===== config.mk =====
export PLATFORM = sky130hd
export DESIGN_NAME = gdd_scan
export DESIGN_NICKNAME = d
export VERILOG_FILES = /design/src/rtl/core/gdd_pkg.sv /design/src/rtl/core/gdd_scan.sv
export SDC_FILE = /design/constraint.sdc
export NUM_CORES = 1
export LEC_CHECK = 0
export BUFFER_PORTS_ARGS = -buffer_cell sky130_fd_sc_hd__buf_2
export CAP_MARGIN = 20
export CORE_MARGIN = 4
export CORE_UTILIZATION = 58
export CTS_CLUSTER_SIZE = 16
export DETAILED_ROUTE_END_ITERATION = 12
export GPL_TIMING_DRIVEN = 0
export PLACE_DENSITY = 0.89
export SLEW_MARGIN = 20
export SYNTH_ARGS = -nofsm -noshare
export SYNTH_HDL_FRONTEND = slang
export SYNTH_SLANG_ARGS = --single-unit

===== constraint.sdc =====
create_clock -name clk -period 5.75 [get_ports clk]
set_clock_uncertainty 0.15 [all_clocks]
set_input_delay 0.575 -clock clk [delete_from_list [all_inputs] [get_ports clk]]
set_output_delay 0.575 -clock clk [all_outputs]
set_load 0.005 [all_outputs]

===== src/rtl/core/gdd_pkg.sv =====
// Shared types and constants for the gaze depth to disparity converter.
package gdd_pkg;

	localparam int ROW_WIDTH_DEF = 2048;
	localparam int COL_W         = 11;
	localparam int DEPTH_W       = 8;
	localparam int DISP_W        = 16;
	localparam int DISP_SHIFT    = 9;

	localparam logic [DEPTH_W-1:0] DEPTH_LO_RST = 8'd2;
	localparam logic [DEPTH_W-1:0] DEPTH_HI_RST = 8'd60;
	localparam logic [DISP_W-1:0]  DISP_SAT     = 16'hFFFF;

	localparam logic MODE_LOAD  = 1'b0;
	localparam logic MODE_QUERY = 1'b1;

	localparam logic REG_DEPTH_LO = 1'b0;
	localparam logic REG_DEPTH_HI = 1'b1;

	typedef struct packed {
		logic               mode;
		logic [COL_W-1:0]   column;
		logic [DEPTH_W-1:0] depth_label;
	} in_t;

	typedef struct packed {
		logic [DISP_W-1:0] disparity;
		logic              pixel_set;
	} out_t;

	typedef struct packed {
		logic [DEPTH_W-1:0] depth_lo;
		logic [DEPTH_W-1:0] depth_hi;
	} cfg_t;

endpackage


===== src/rtl/core/gdd_scan.sv =====
// Request sequencer: label loads, pipelined downward depth scan, result register.
module gdd_scan
	import gdd_pkg::*;
#(
	parameter int ROW_WIDTH = ROW_WIDTH_DEF,
	parameter int AW        = $clog2(ROW_WIDTH_DEF)
) (
	input  logic               clk,
	input  logic               arst_n,
	input  cfg_t               cfg,
	input  logic               in_valid,
	output logic               in_ready,
	input  in_t                in_data,
	output logic               out_valid,
	input  logic               out_ready,
	output out_t               out_data,
	output logic               mem_we,
	output logic [AW-1:0]      mem_waddr,
	output logic [DEPTH_W-1:0] mem_wdata,
	output logic [AW-1:0]      mem_raddr,
	input  logic [DEPTH_W-1:0] mem_rdata
);

	localparam int CW = ((AW > COL_W) ? AW : COL_W) + 1;

	typedef enum logic [1:0] {IDLE, SCAN, DONE} state_t;

	state_t             state_q;
	logic               issue_q;
	logic               vld_s1;
	logic               found_q;
	logic [DEPTH_W-1:0] d_q;
	logic [DEPTH_W-1:0] d_s1;
	logic               ok_s1;
	logic               last_s1;
	logic [DEPTH_W-1:0] fd_q;
	logic [COL_W-1:0]   col_q;
	logic [CW-1:0]      col_in_w;
	logic [CW-1:0]      rd_diff;
	logic               in_row;
	logic               accept;
	logic [DEPTH_W:0]   load_sum;
	logic               match;
	logic               slot_free;
	logic               issue_now;
	logic               res_load;
	logic               res_set;
	logic [DISP_W-1:0]  res_dis;

	assign in_ready  = (state_q == IDLE);
	assign accept    = in_valid && in_ready;
	assign col_in_w  = CW'(in_data.column);
	assign in_row    = col_in_w < CW'(ROW_WIDTH);
	assign load_sum  = {1'b0, in_data.depth_label} + {1'b0, cfg.depth_lo};

	assign mem_we    = accept && (in_data.mode == MODE_LOAD) && in_row;
	assign mem_waddr = col_in_w[AW-1:0];
	assign mem_wdata = load_sum[DEPTH_W] ? {DEPTH_W{1'b1}} : load_sum[DEPTH_W-1:0];

	assign rd_diff   = CW'(col_q) - CW'(d_q);
	assign mem_raddr = rd_diff[AW-1:0];

	assign match     = vld_s1 && ok_s1 && (mem_rdata >= d_s1);
	assign slot_free = !out_valid || out_ready;

	// Issue the next read unless the scan has just ended
	assign issue_now = (state_q == SCAN) && issue_q && !match && !(vld_s1 && last_s1);
	assign res_load  = (state_q == DONE) && slot_free;

	// Margin test and scaled depth, saturated once the depth reaches 128
	always_comb begin
		res_set = found_q && ({1'b0, col_q} >= {3'b000, cfg.depth_lo, 1'b0});
		res_dis = '0;
		if (res_set) begin
			if (fd_q[DEPTH_W-1]) begin
				res_dis = DISP_SAT;
			end else begin
				res_dis = {fd_q[DEPTH_W-2:0], {DISP_SHIFT{1'b0}}};
			end
		end
	end

	always_ff @(posedge clk or negedge arst_n) begin
		if (!arst_n) begin
			state_q   <= IDLE;
			issue_q   <= 1'b0;
			vld_s1    <= 1'b0;
			found_q   <= 1'b0;
			out_valid <= 1'b0;
			out_data  <= '0;
		end else begin
			vld_s1    <= issue_now;
			out_valid <= res_load || (out_valid && !out_ready);
			if (res_load) begin
				out_data.disparity <= res_dis;
				out_data.pixel_set <= res_set;
			end
			case (state_q)
				IDLE: begin
					if (accept && (in_data.mode == MODE_QUERY)) begin
						found_q <= 1'b0;
						if (in_row && (cfg.depth_hi >= cfg.depth_lo)) begin
							state_q <= SCAN;
							issue_q <= 1'b1;
						end else begin
							state_q <= DONE;
						end
					end
				end
				SCAN: begin
					if (match) begin
						found_q <= 1'b1;
						issue_q <= 1'b0;
						state_q <= DONE;
					end else if (vld_s1 && last_s1) begin
						state_q <= DONE;
					end else if (issue_q && (d_q == cfg.depth_lo)) begin
						issue_q <= 1'b0;
					end
				end
				DONE: begin
					if (slot_free) begin
						state_q <= IDLE;
					end
				end
				default: begin
					state_q <= IDLE;
				end
			endcase
		end
	end

	// Payload: query column, scan depth and its tag, found depth
	always_ff @(posedge clk) begin
		if (accept) begin
			col_q <= in_data.column;
			d_q   <= cfg.depth_hi;
		end else if (state_q == SCAN && issue_q) begin
			d_q <= d_q - 1'b1;
		end
		if (state_q == SCAN && issue_q) begin
			d_s1    <= d_q;
			ok_s1   <= {1'b0, col_q} >= {4'd0, d_q};
			last_s1 <= (d_q == cfg.depth_lo);
		end
		if (match) begin
			fd_q <= d_s1;
		end
	end

endmodule


======== Yosys cells after proc, flatten, opt, wreduce, memory -nomap -nowiden ========
Cells that the tools add are included.
word-level totals
  flip-flop bits (word level) ............. 60
  input port bits ......................... 48
  output and inout port bits .............. 50
  word-level logic and storage cells ...... 79
operators by class
  $add $sub $neg .......................... 3
  order comparisons ....................... 5
  equal/unequal tests ..................... 10
  multiplexer cells ....................... 20
  bitwise gates (word level) .............. 1
  reductions and logical operators ........ 27
operators with widths
  cell                    number
  $mux W16                2
  $mux W8                 3
  $ge A8 B8 Y1            2
  $logic_and A1 B1 Y1     15
  $lt A11 B12 Y1 const B  1
  $ge A11 B8 Y1           1
  $ge A11 B9 Y1           1
  $sub A11 B8 Y11         1
  $mux W2                 5
  $add A8 B8 Y9           1
  $eq A8 B8 Y1            1
  $sub A8 B1 Y8 const B   1
  $mux W1                 7
  $ne A3 B2 Y1 const B    2
  $pmux W2 S3             1
  $reduce_and A3 Y1       2
  $reduce_and A5 Y1       1
  $logic_not A1 Y1        4
  $ne A2 B1 Y1 const B    2
  $ne A2 B2 Y1 const B    2
  $pmux W1 S2             2
  $reduce_bool A2 Y1      2
  $ne A3 B3 Y1 const B    1
  $eq A2 B1 Y1 const B    1
  other kinds (4)         5

======== Depth between registers and ports, before layout ========
Gate-level depths: netlist (run 1).
  word-level depth ........................ 6
  gate-level depth with buffers ........... 8
  depth with buffers taken out ............ 8

======== Worst setup path after synthesis (run 1) ========
OpenSTA, ideal clock, no wires.
  path kind ............................... in2out
  start point ............................. input port cfg[8] in the netlist's numbering
  end point ............................... output port mem_wdata[5]
  data arrival time ....................... 1.857 ns
  required time ........................... 5.025 ns
  path slack .............................. 3.168 ns
  stages on the path ...................... 8
  buffers on the path ..................... 0
  cell sequence ........................... ha_1 > inv_1 > fa_1 > nor2b_1 > o21a_1 > o21ai_0 > a21o_1 > o211ai_1
between the ends
  longest elaborated chain between the ends .. 2
ends and longest elaborated chain
  element        line            RTL
  from (decl)    gdd_scan.sv:10  input cfg_t cfg,
  $add A8 B8 Y9  gdd_scan.sv:54  assign load_sum = {1'b0, in_data.depth_label} + {1'b0, cfg.depth_lo};
  $mux W8        gdd_scan.sv:58  assign mem_wdata = load_sum[DEPTH_W] ? {DEPTH_W{1'b1}} : load_sum[DEPTH_W-1:0];
  to (decl)      gdd_scan.sv:19  output logic [DEPTH_W-1:0] mem_wdata,
No other way between the ends.

======== Worst setup path after layout (run 1) ========
  start point ............................. register d_q[0]
  end point ............................... output port mem_raddr[10]
between the ends
  longest elaborated chain between the ends .. 1
ends and longest elaborated chain
  element                 line             RTL
  from (decl)             gdd_scan.sv:32   logic [DEPTH_W-1:0] d_q;
  from (signal assigned)  gdd_scan.sv:137  d_q <= cfg.depth_hi;
  from (signal assigned)  gdd_scan.sv:139  d_q <= d_q - 1'b1;
  $sub A11 B8 Y11         gdd_scan.sv:60   assign rd_diff = CW'(col_q) - CW'(d_q);
  to (decl)               gdd_scan.sv:20   output logic [AW-1:0] mem_raddr,
No other way between the ends.

==> PnR_summary.wiki, run 1 <==
{| class="wikitable"
! Metric !! Value
|-
| Cell at the root of the clock tree || sky130_fd_sc_hd__clkbuf_8
|-
| Antenna violations before repair || 0
|-
| F_max || around 310 MHz
|-
| Path type of the worst min-delay path || primary input to flip-flop
|-
| Final Instance Count excl. Fillers || 557
|-
| Transition time of the tightest slew-check pin || roughly 0.94 ns
|-
| Max-cap violations || 0
|-
| Cts bufs inserted || 5
|-
| IO Count || 98
|-
| Post-Syn Nets || roughly 470
|-
| CTS tree || yes
|-
| Post-synth top area share || 0.302
|-
| Most used standard cells in the synthesized netlist || 41 x sky130_fd_sc_hd__ha_1, 39 x sky130_fd_sc_hd__inv_1, 37 x sky130_fd_sc_hd__edfxtp_1, 31 x sky130_fd_sc_hd__nor2_1, 31 x sky130_fd_sc_hd__o21ai_0
|-
| Leakage power || about 2 nW
|-
| Vias in the first global route || between 3k and 4k
|-
| Outcome || finished, final reports clean
|-
| Final critical-path share of the clock period || 0.556
|-
| Core Footprint || 6030 um2
|-
| Count of flip-flops with a built-in enable after synthesis || 37
|-
| Std-Cell Rows || 28
|-
| Instance count along the most critical hold path || 1
|-
| Setup repair after global routing missed its margin || no
|-
| Reg-to-reg critical path endpoint || d_q[5]
|-
| CP arrival || between 2 and 2.5 ns
|-
| Sum of negative setup slack || 0 ns
|-
| Number of cells on the worst reg-to-reg path || 5
|-
| Antenna diode instance count || 0
|-
| Area added between synthesis and finish || 18.7%
|-
| GRT Resource Usage Total || 0.237
|-
| CP max stage cell || sky130_fd_sc_hd__edfxtp_1
|-
| Flip-flop and latch count after synthesis || 52
|-
| Power density relative to cell area || between 400 and 500 nW/um2
|-
| Number of hold-slack violations in the final timing report || 0
|-
| Gr busiest metal || met2
|-
| Source of the critical timing path || d_q[0]
|-
| Clock period minus final worst setup slack || 3.20 ns
|-
| Total setup violations reported at the end of the flow || 0
|-
| TritonCTS Sinks || 52
|-
| Buffer depth of the longest clock path || 2
|-
| Final HPWL from detailed placement || 7020 um
|-
| Top_reg_cell synth || sky130_fd_sc_hd__edfxtp_1
|-
| Clock network latency to the later pin of the worst-skew pair || 0.32 ns
|-
| Internal reg-to-reg setup slack || between 3 and 4 ns
|-
| Synthesized area per cell || 9.78 um2
|-
| Number of optimization iterations in the first detailed-route pass || 5
|-
| Die Width || around 88 um
|-
| Initial detailed-routing violation count || 210
|-
| Quantity of I/O buffers inserted on ports || between 90 and 100
|-
| Type of element launching the critical path || flip-flop
|-
| Pin count of the biggest net entering global routing || 21
|-
| Category of the most critical setup path || flip-flop to output port
|-
| Fraction of met2 tracks used by global routing || 0.427
|-
| Critical-path cell list || ha_1, fa_1, nor2b_1, o21ai_1, a21oi_1, o21ai_0, xor2_1, buf_2
|-
| Worst Path Buf+Inv || 1
|-
| Hold endpoint || col_q[3]
|-
| Count of distinct cell types in the synthesized netlist || 52
|-
| Global-route track usage on met1 || 0.262
|-
| Total number of vias || ~3.2k
|-
| Post-layout net count || 572
|-
| Post-CTS setup-driven buffer insertion count || 0
|-
| Height of the die || roughly 90 um
|-
| DR vias/cell || between 5 and 6
|-
| Netlist area before placement || ~3700 um2
|-
| Post-DRT Antenna Nets || 0
|-
| Layout cell share with drive strength beyond 1 || 0.272
|-
| Critical path peak fanout || 6
|-
| Maximum cell stage delay along the critical path || ~0.53 ns
|-
| Number of slew-limit violations in the final report || 0
|-
| Drc violations || 0
|-
| Worst-path clk slew || between 0.1 and 0.15 ns
|-
| CTS H-tree lvls || 2
|-
| Instance count after placement with tap cells included || 548
|-
| Cell type with the largest total area after synthesis || sky130_fd_sc_hd__edfxtp_1
|-
| Peak supply drop || 0.284 mV
|-
| Average wire per cell in the routed design || approximately 16 um
|-
| Starting density of the core || 0.610
|-
| Worst slew margin relative to its limit || 0.371
|-
| Cell type group with the largest total delay on the critical path || adder cells
|-
| Synthesized instance count || 376
|-
| Global-route congestion overflow total || 0
|-
| Data required time at the worst endpoint || about 5 ns
|-
| Endpoint class of the critical path || output port
|-
| FFs w/ async S/R, synth || 0.288
|-
| Yosys Warn Count || 0
|-
| Seq/Total Area, Yosys || 0.404
|-
| Die Area || between 7000 and 8000 um2
|-
| Placer's final routability congestion estimate || 0.882
|-
| Source of the worst hold timing path || in_data[11]
|-
| Cell types with the largest area share after synthesis || sky130_fd_sc_hd__edfxtp_1 30%, sky130_fd_sc_hd__ha_1 14%, sky130_fd_sc_hd__dfrtp_1 10%
|-
| Leading cell type by number of instances after synthesis || sky130_fd_sc_hd__ha_1
|-
| Wire length of the first global-routing pass || approximately 14000 um
|-
| Total wirelength of the detailed-routed design || 8840 um
|-
| Met3 Resource Use GR || 0.0433
|-
| Launch instance of the worst register-to-register path || state_q[0]
|-
| Fill cell instance count of the final layout || approximately 450
|}
[placed cells by master, fill, tap and decap left out, drive strengths merged, types with 2 or more instances in the layout]
cell type	instances
buf	117
inv	42
ha	41
edfxtp	37
o21ai	32
nor2	31
nand2	30
xnor2	21
a21oi	15
dfrtp	15
nand3	10
nor3	8
nor2b	7
nand4	7
o311ai	7
nand2b	7
clkbuf	6
xor2	5
o21a	5
a31oi	4
nor4	3
a2111oi	3
nand3b	2
o211ai	2
nor3b	2
a211o	2
fa	2
[sequential cells by signal (all words and copies together) (netlist names)]
register	flops
last_s1	1
ok_s1	1
issue_q	1
col_q	11
fd_q	8
d_q	8
vld_s1	1
state_q	2
out_data	9
found_q	1
out_valid	1
d_s1	8
[worst max-delay path by stage]
stage / end / slack, ns / depth (start not counted)
floorplan: mem_wdata[5] / 3.17 / 8
global placement: mem_wdata[5] / 2.73 / 10
detailed placement: mem_wdata[5] / 2.63 / 10
CTS: mem_raddr[10] / 2.56 / 8
global route: mem_raddr[10] / 2.39 / 8
finish: mem_raddr[10] / 2.55 / 8
[power by group]
| part | switching [W] | internal, W |
|---|---|---|
| clock | 0.000144 | 0.0000923 |
| sequential | 0.000104 | 0.000560 |
| combinational | 0.000511 | 0.000428 |
| total | 0.000759 | 0.00108 |
[cell families after synthesis]
group	after synthesis	share of synthesized area
DFF	52	0.404
adders and majority gates	43	0.150
AOI/OAI and AO/OA	84	0.154
xor gates and xnor gates	26	0.0619
buffers and inverters	60	0.0807
and+or+nand+nor	111	0.149
[cell type report]
class,count,area [um2],share of cell area
Buffer,21,150,0.0344
Clock buffer,5,68.8,0.0158
Clock inverter,3,28.8,0.00660
Inverter,39,146,0.0336
Multi-Input combinational cell,264,1890,0.434
Sequential cell,52,1490,0.341
Tap cell,75,93.8,0.0215
Timing Repair Buffer,98,495,0.114
[per-stage QoR]
step | instance area, um2 | hold WS [ns] | power (W) | util | worst slack, ns
after floorplan | 3680 | 0.129 | 0.00126 | - | 3.17
after CTS | 4360 | 0.276 | 0.00183 | 0.724 | 2.56
after detailed placement | 4260 | 0.287 | 0.00159 | 0.706 | 2.63
after global routing | 4360 | 0.270 | 0.00198 | 0.724 | 2.39
final | 4360 | 0.284 | 0.00184 | 0.724 | 2.55
after global placement | 4260 | 0.279 | 0.00154 | 0.706 | 2.73
[routing by layer]
metal / vias to the layer above / share of wire
li1: 1543 / -
met1: 1500 / 0.38
met2: 165 / 0.51
met3: 35 / 0.071
met4: 0 / 0.038
met5: - / 0
[repair_timing]
action,CTS,global route
hold buffers,1,0
hold endpoints to repair,15,0
gates resized for setup,0,0
Power figures use the tool's default switching activity.
==> run 2: changes to the inputs <==
Settings changed: CORE_UTILIZATION 58 to 54, PLACE_DENSITY 0.89 to 0.84.
Clock period 5.75 ns to 3 ns, I/O delays scaled along.
==> run 2 against run 1 <==
  * Final area grew 0.40%
  * Final cell count grew 0.72%
  * Critical endpoint unchanged
  * Die area grew 6.7%
  * Sequential power grew 89%
  * Largest power group unchanged
  * Setup slack lost 2.3 ns
  * Global-route usage shrank 3.0 points
  * Combinational power grew 94%
  * Utilization shrank 5.0 points
  * Hold slack lost 0.26 ns
  * Largest cell class unchanged
  * First-iteration DRC count shrank 8.6%
==> PnR_summary.wiki, run 2 (synthesis gave the netlist of run 1 again) <==
{| class="wikitable"
! Metric !! Value
|-
| Gr busiest metal || met2
|-
| Internal reg-to-reg setup slack || 0.49 ns (-2.77 ns)
|-
| Initial detailed-routing violation count || 192 (-8.6%)
|-
| Post-layout net count || 574 (+0.35%)
|-
| Number of hold-slack violations in the final timing report || 0 (unchanged)
|-
| Leading cell types in the layout, fill and taps excluded || 97 x sky130_fd_sc_hd__buf_2, 41 x sky130_fd_sc_hd__ha_1, 39 x sky130_fd_sc_hd__inv_1
|-
| Vias in the first global route || 3298 (+0.70%)
|-
| Quantity of I/O buffers inserted on ports || 97 (unchanged)
|-
| GRT Resource Usage Total || 0.207 (-0.0297)
|-
| Category of the most critical setup path || flip-flop to output port
|-
| Average wire per cell in the routed design || 15.4 um (-2.7%)
|-
| Area added between synthesis and finish || 19.2%
|-
| Peak supply drop || 0.515 mV (+82%)
|-
| Total setup violations reported at the end of the flow || 0 (unchanged)
|-
| TritonCTS Sinks || 52 (unchanged)
|-
| Reg-to-reg critical path endpoint || d_q[5]
|-
| Hold endpoint || col_q[6]
|-
| Source of the worst hold timing path || in_data[14]
|-
| Data required time at the worst endpoint || 2.55 ns (-2.48 ns)
|-
| Final critical-path share of the clock period || 0.931
|-
| Critical path peak fanout || 5 (-1)
|-
| Sum of negative setup slack || 0 ns (unchanged)
|-
| Total number of vias || 3202 (-1.3%)
|-
| Source of the critical timing path || d_q[0]
|-
| Pin count of the biggest net entering global routing || 21 (unchanged)
|-
| Wire length of the first global-routing pass || 14100 um (-0.73%)
|-
| Number of cells on the worst reg-to-reg path || 5 (unchanged)
|-
| F_max || ~360 MHz
|-
| Clock period minus final worst setup slack || ~2.8 ns
|-
| Final HPWL from detailed placement || 7120 um (+1.3%)
|-
| DR vias/cell || 5.71 (-2.0%)
|-
| Post-DRT Antenna Nets || 0 (unchanged)
|-
| Core Footprint || 6490 um2 (+7.8%)
|-
| Launch instance of the worst register-to-register path || state_q[0]
|-
| CP arrival || 2.34 ns (-0.13 ns)
|-
| Instance count along the most critical hold path || 1 (unchanged)
|-
| Fraction of met2 tracks used by global routing || 0.386 (-0.0414)
|-
| Placer's final routability congestion estimate || 0.850 (-3.6%)
|-
| Register with the highest flop count || col_q
|-
| Buffer depth of the longest clock path || 2 (unchanged)
|-
| Summed area of non-filler cells in the final layout || 4380 um2 (+0.40%)
|-
| Starting density of the core || 0.566 (-0.0441)
|-
| Std-Cell Rows || 29 (+3.6%)
|-
| Most common cell after layout, fill and taps aside || sky130_fd_sc_hd__buf_2
|-
| Cell at the root of the clock tree || sky130_fd_sc_hd__clkbuf_8
|-
| Antenna diode instance count || 0 (unchanged)
|-
| Number of slew-limit violations in the final report || 0 (unchanged)
|-
| Minimum setup slack in the final design || 0.208 ns (-2.35 ns)
|-
| CTS tree || yes
|-
| Outcome || finished, final reports clean
|-
| Max-cap violations || 0 (unchanged)
|-
| Type of element launching the critical path || flip-flop
|-
| Transition time of the tightest slew-check pin || 1.02 ns (+0.0778 ns)
|-
| Total wirelength of the detailed-routed design || 8660 um (-2.0%)
|-
| Met3 Resource Use GR || 0.0433 (+0.0000596)
|-
| Global-route congestion overflow total || 0 (unchanged)
|-
| CTS H-tree lvls || 2 (unchanged)
|-
| Power density relative to cell area || 799 nW/um2 (+90%)
|-
| Worst slew margin relative to its limit || 0.319 (-0.0519)
|-
| Drc violations || 0 (unchanged)
|-
| Path type of the worst min-delay path || primary input to flip-flop
|-
| IO Count || 98 (unchanged)
|-
| Max reg flops || 11 (unchanged)
|-
| Die Width || 90.5 um (+3.3%)
|-
| Antenna violations before repair || 0 (unchanged)
|-
| Post-DP Area || 4260 um2 (about the same)
|-
| Layout cell share with drive strength beyond 1 || 0.277 (+0.00508)
|-
| Cts bufs inserted || 5 (unchanged)
|-
| Height of the die || 90.5 um (+3.3%)
|-
| Die Area || 8190 um2 (+6.7%)
|-
| Worst slack at placement || 0.352 ns (-2.28 ns)
|-
| Utilization after layout || 0.674 (-0.0496)
|-
| Clock network latency to the later pin of the worst-skew pair || 0.31 ns (about the same)
|-
| Setup repair after global routing missed its margin || no
|-
| Largest registers || col_q (11), out_data (9)
|-
| Leakage power || 2.04 nW (+0.18%)
|-
| Endpoint class of the critical path || output port
|-
| Number of optimization iterations in the first detailed-route pass || 4 (-1)
|-
| Global-route track usage on met1 || 0.231 (-0.0310)
|-
| Worst-path clk slew || 0.11 ns (about the same)
|}
[run 2: area by class of cell]
class / instances / area, um2
buffer: 21 / 150
clock buffer: 5 / 68.8
clock inverter: 3 / 25.0
fill: 508 / 2110
inverter: 39 / 146
multi-input combinational: 264 / 1900
sequential: 52 / 1490
tap: 77 / 96.3
timing repair buffer: 100 / 510
[run 2: worst max-delay path by stage]
stage | endpoint | slack [ns]
after detailed placement | mem_wdata[5] | 0.35
after CTS | mem_raddr[10] | 0.1
after global placement | mem_raddr[10] | 0.51
after global routing | mem_raddr[9] | 0.007
final | mem_raddr[10] | 0.21
after floorplan | mem_raddr[10] | 0.82
[run 2: stage by stage]
step / instances / hold WS [ns] / total power, W
after floorplan: 376 / -0.146 / 0.00241
after global placement: 550 / 0.0626 / 0.00296
after CTS: 559 / 0.0166 / 0.00348
after detailed placement: 550 / 0.0691 / 0.00305
final: 561 / 0.0264 / 0.00350
after global routing: 561 / 0.0176 / 0.00380
[run 2: where the power goes]
| group | leakage, nW | switching (W) | internal [W] |
|---|---|---|---|
| registers | 0.545 | 0.000186 | 0.00107 |
| logic | 1.45 | 0.000978 | 0.000839 |
| clock network | 0.0452 | 0.000253 | 0.000171 |
[run 2: layer usage]
| metal | vias to the layer above | wire length [um] |
|---|---|---|
| met1 | 1486 | 3430 |
| met4 | 0 | 242 |
| met2 | 140 | 4430 |
| met5 | - | 0 |
| li1 | 1551 | - |
| met3 | 25 | 558 |
[run 2: what timing repair did]
action	in CTS	in global routing
setup endpoints to repair	0	4
resized for setup	0	1
hold buffers	1	0
setup buffers	0	2
endpoints found under the hold margin	15	0
[run 2: critical path: stages, from the launching register on]
cell and delay [ns]:
sky130_fd_sc_hd__edfxtp_1 0.48, sky130_fd_sc_hd__ha_1 0.27, sky130_fd_sc_hd__fa_1 0.41, sky130_fd_sc_hd__nor2b_1 0.16
sky130_fd_sc_hd__o21ai_1 0.10, sky130_fd_sc_hd__a21oi_2 0.18, sky130_fd_sc_hd__o21ai_0 0.13, sky130_fd_sc_hd__xor2_1 0.15
sky130_fd_sc_hd__buf_2 0.13
==> run 3: changes to the inputs <==
Settings changed: BUFFER_PORTS_ARGS -buffer_cell sky130_fd_sc_hd__buf_2 to unset, CORE_UTILIZATION 54 to 61, DONT_BUFFER_PORTS set to 1, PLACE_DENSITY 0.84 to 0.79.
==> run 3 against run 2 <==
  * Sequential power about the same
  * Via count down 11%
  * Register-to-register slack got worse by 0.03 ns
  * Hold slack worse by 0.018 ns
  * Final cell count shrank 15%
  * Power is 7.9% lower
  * Sequential cell count unchanged
  * Highest routed layer unchanged
==> PnR_summary.wiki, run 3 (synthesis gave the netlist of run 1 again) <==
{| class="wikitable"
! Metric !! Value
|-
| Outcome || finished, final reports clean
|-
| Core Footprint || 5890 um2 (-9.4%)
|-
| Total setup violations reported at the end of the flow || 0 (unchanged)
|-
| Clock period minus final worst setup slack || 2.82 ns (+0.0310 ns)
|-
| Starting density of the core || 0.625 (+0.0586)
|-
| Power density relative to cell area || 801 nW/um2 (+0.19%)
|-
| Switching Power || 0.00134 W (-5.7%)
|-
| Final critical-path share of the clock period || 0.941 (+0.0103)
|-
| GRT Resource Usage Total || 0.229 (+0.0213)
|-
| Internal power consumption || 0.00189 W (-9.4%)
|-
| DR vias/cell || 5.96 (+4.4%)
|-
| Area added between synthesis and finish || 9.56%
|-
| F_max || 354 MHz (-1.1%)
|-
| Buffer depth of the longest clock path || 2 (unchanged)
|-
| Die Area || 7330 um2 (-10%)
|-
| Proportion of power drawn by the clock network || 0.130 (+0.009)
|-
| Number of slew-limit violations in the final report || 0 (unchanged)
|-
| Transition time of the tightest slew-check pin || 1.00 ns (-0.0190 ns)
|-
| Final Instance Count excl. Fillers || 476 (-15%)
|-
| Most common cell after layout, fill and taps aside || sky130_fd_sc_hd__ha_1
|-
| Global-route congestion overflow total || 0 (unchanged)
|-
| Max-cap violations || 0 (unchanged)
|-
| Path type of the worst min-delay path || primary input to flip-flop
|-
| Fill cell instance count of the final layout || 462 (-9.1%)
|-
| Std-Cell Rows || 28 (-3.4%)
|-
| Switching share of total power || 0.414 (+0.00952)
|-
| Total number of vias || 2837 (-11%)
|-
| CTS tree || yes
|-
| Max reg flops || 11 (unchanged)
|-
| Clock network latency to the later pin of the worst-skew pair || 0.32 ns (about the same)
|-
| Quantity of I/O buffers inserted on ports || 0 (-100%)
|-
| Pin count of the biggest net entering global routing || 21 (unchanged)
|-
| Cell at the root of the clock tree || sky130_fd_sc_hd__clkbuf_8
|-
| Average wire per cell in the routed design || 17.2 um (+11%)
|-
| Post-layout net count || 491 (-14%)
|-
| Drc violations || 0 (unchanged)
|-
| Minimum setup slack in the final design || 0.177 ns (-0.0310 ns)
|-
| Cts bufs inserted || 5 (unchanged)
|-
| CTS H-tree lvls || 2 (unchanged)
|-
| Antenna diode instance count || 0 (unchanged)
|-
| IO Count || 98 (unchanged)
|-
| Number of optimization iterations in the first detailed-route pass || 4 (unchanged)
|-
| Placer's final routability congestion estimate || 0.896 (+5.4%)
|-
| Sequential Area || 1490 um2 (unchanged)
|-
| Endpoint class of the critical path || output port
|-
| Total wirelength of the detailed-routed design || 8170 um (-5.6%)
|-
| Multi-input gate area || 1890 um2 (-0.20%)
|-
| Vias in the first global route || 2838 (-14%)
|-
| Die Width || 85.6 um (-5.4%)
|-
| Register with the highest flop count || col_q
|-
| Setup repair after global routing missed its margin || no
|-
| Final HPWL from detailed placement || 6440 um (-9.6%)
|-
| Data required time at the worst endpoint || 2.55 ns (about the same)
|-
| Critical path peak fanout || 6 (+1)
|-
| CP arrival || 2.37 ns (+0.03 ns)
|-
| Number of hold-slack violations in the final timing report || 0 (unchanged)
|-
| Type of element launching the critical path || flip-flop
|-
| Antenna violations before repair || 0 (unchanged)
|-
| Fraction of power consumed by combinational cells || 0.470 (-0.049)
|-
| Sum of negative setup slack || 0 ns (unchanged)
|-
| Instance count after placement with tap cells included || 451 (-18%)
|-
| Worst-path clk slew || 0.10 ns (about the same)
|-
| Post-DRT Antenna Nets || 0 (unchanged)
|-
| Sequential power share || 0.401 (+0.041)
|-
| Leakage power || 1.69 nW (-17%)
|-
| Largest registers || col_q (11), out_data (9)
|-
| TritonCTS Sinks || 52 (unchanged)
|-
| Peak supply drop || 0.563 mV (+9.2%)
|-
| Initial detailed-routing violation count || 111 (-42%)
|-
| Category of the most critical setup path || flip-flop to output port
|-
| Height of the die || 85.6 um (-5.4%)
|-
| Layout cell share with drive strength beyond 1 || 0.0923 (-0.185)
|-
| Wire length of the first global-routing pass || 13100 um (-7.3%)
|-
| Leading cell types in the layout, fill and taps excluded || 41 x sky130_fd_sc_hd__ha_1, 39 x sky130_fd_sc_hd__inv_1, 37 x sky130_fd_sc_hd__edfxtp_1
|-
| Worst slew margin relative to its limit || 0.332 (+0.0127)
|-
| Worst slack at placement || 0.442 ns (+0.0897 ns)
|}
==> run 3: cell count changes in the layout (fill, tap and decap cells not counted), sizes merged <==
cell,delta
inv,-1
dlygate4sd3,+13
clkinvlp,-1
buf,-96
clkinv,+2
==> run 3: worst paths after layout <==
kind	from	end	slack, ns	cells past startpoint
worst min-delay path	in_data[19]	found_q	0.008	2
worst max register to register	state_q[0]	d_q[5]	0.46	5
worst max-delay path	d_q[0]	mem_raddr[10]	0.18	7
min in group asynchronous	arst_n	out_data[10]	0.30	1
worst min register to register	d_s1[4]	fd_q[4]	0.30	0
max in group asynchronous	arst_n	issue_q	1.96	1
==> run 3: worst max-delay path, stage by stage, from the launching register on <==
cell and delay [ns]:
sky130_fd_sc_hd__edfxtp_1 0.53, sky130_fd_sc_hd__ha_1 0.29, sky130_fd_sc_hd__fa_1 0.41, sky130_fd_sc_hd__nor2b_1 0.13, sky130_fd_sc_hd__o21ai_1 0.09, sky130_fd_sc_hd__a21oi_1 0.26, sky130_fd_sc_hd__o21ai_0 0.16, sky130_fd_sc_hd__xor2_1 0.20
==> run 3: routing by layer <==
| layer | global-route usage | wire, um | vias to the layer above |
|---|---|---|---|
| li1 | - | - | 1377 |
| met1 | 0.249 | 3050 | 1340 |
| met2 | 0.415 | 4340 | 98 |
| met3 | 0.0567 | 547 | 22 |
| met4 | 0.106 | 228 | 0 |
| met5 | 0 | 0 | - |
==> run 3: cell type report <==
cell class / instances / area share
plain buffers: 21 / 0.0373
repair buffers: 17 / 0.0404
inverters: 39 / 0.0363
flip-flops and latches: 52 / 0.369
clock inverters: 3 / 0.00652
multi-input cells: 264 / 0.470
well taps: 75 / 0.0233
clock buffers: 5 / 0.0171
==> run 3: through the flow <==
| stage | hold slack, ns | area, um2 | total power, W | utilization |
|---|---|---|---|---|
| after CTS | 0.00265 | 4010 | 0.00319 | 0.680 |
| after global routing | 0.00984 | 4030 | 0.00347 | 0.684 |
| after global placement | -0.145 | 3770 | 0.00269 | 0.641 |
| after detailed placement | -0.145 | 3770 | 0.00275 | 0.641 |
| final | 0.00835 | 4030 | 0.00323 | 0.684 |
| after floorplan | -0.146 | 3680 | 0.00241 | - |
==> run 3: power by group through the flow <==
stage / sequential (W) / clock (W) / combinational, W
6_report: 0.00129 / 0.000418 / 0.00151
5_1_grt: 0.00132 / 0.000454 / 0.00170
4_1_cts: 0.00130 / 0.000426 / 0.00147
3_5_place_dp: 0.00132 / 0 / 0.00144
3_3_place_gp: 0.00130 / 0 / 0.00139
2_1_floorplan: 0.00124 / 0 / 0.00117
==> run 3: what timing repair did <==
| item | 4_1_cts | 5_1_grt |
|---|---|---|
| gates resized for setup | 0 | 0 |
| endpoints found under the setup margin | 0 | 1 |
| buffers inserted | 0 | 3 |
| hold buffers | 14 | 0 |
| endpoints found under the hold margin | 27 | 0 |
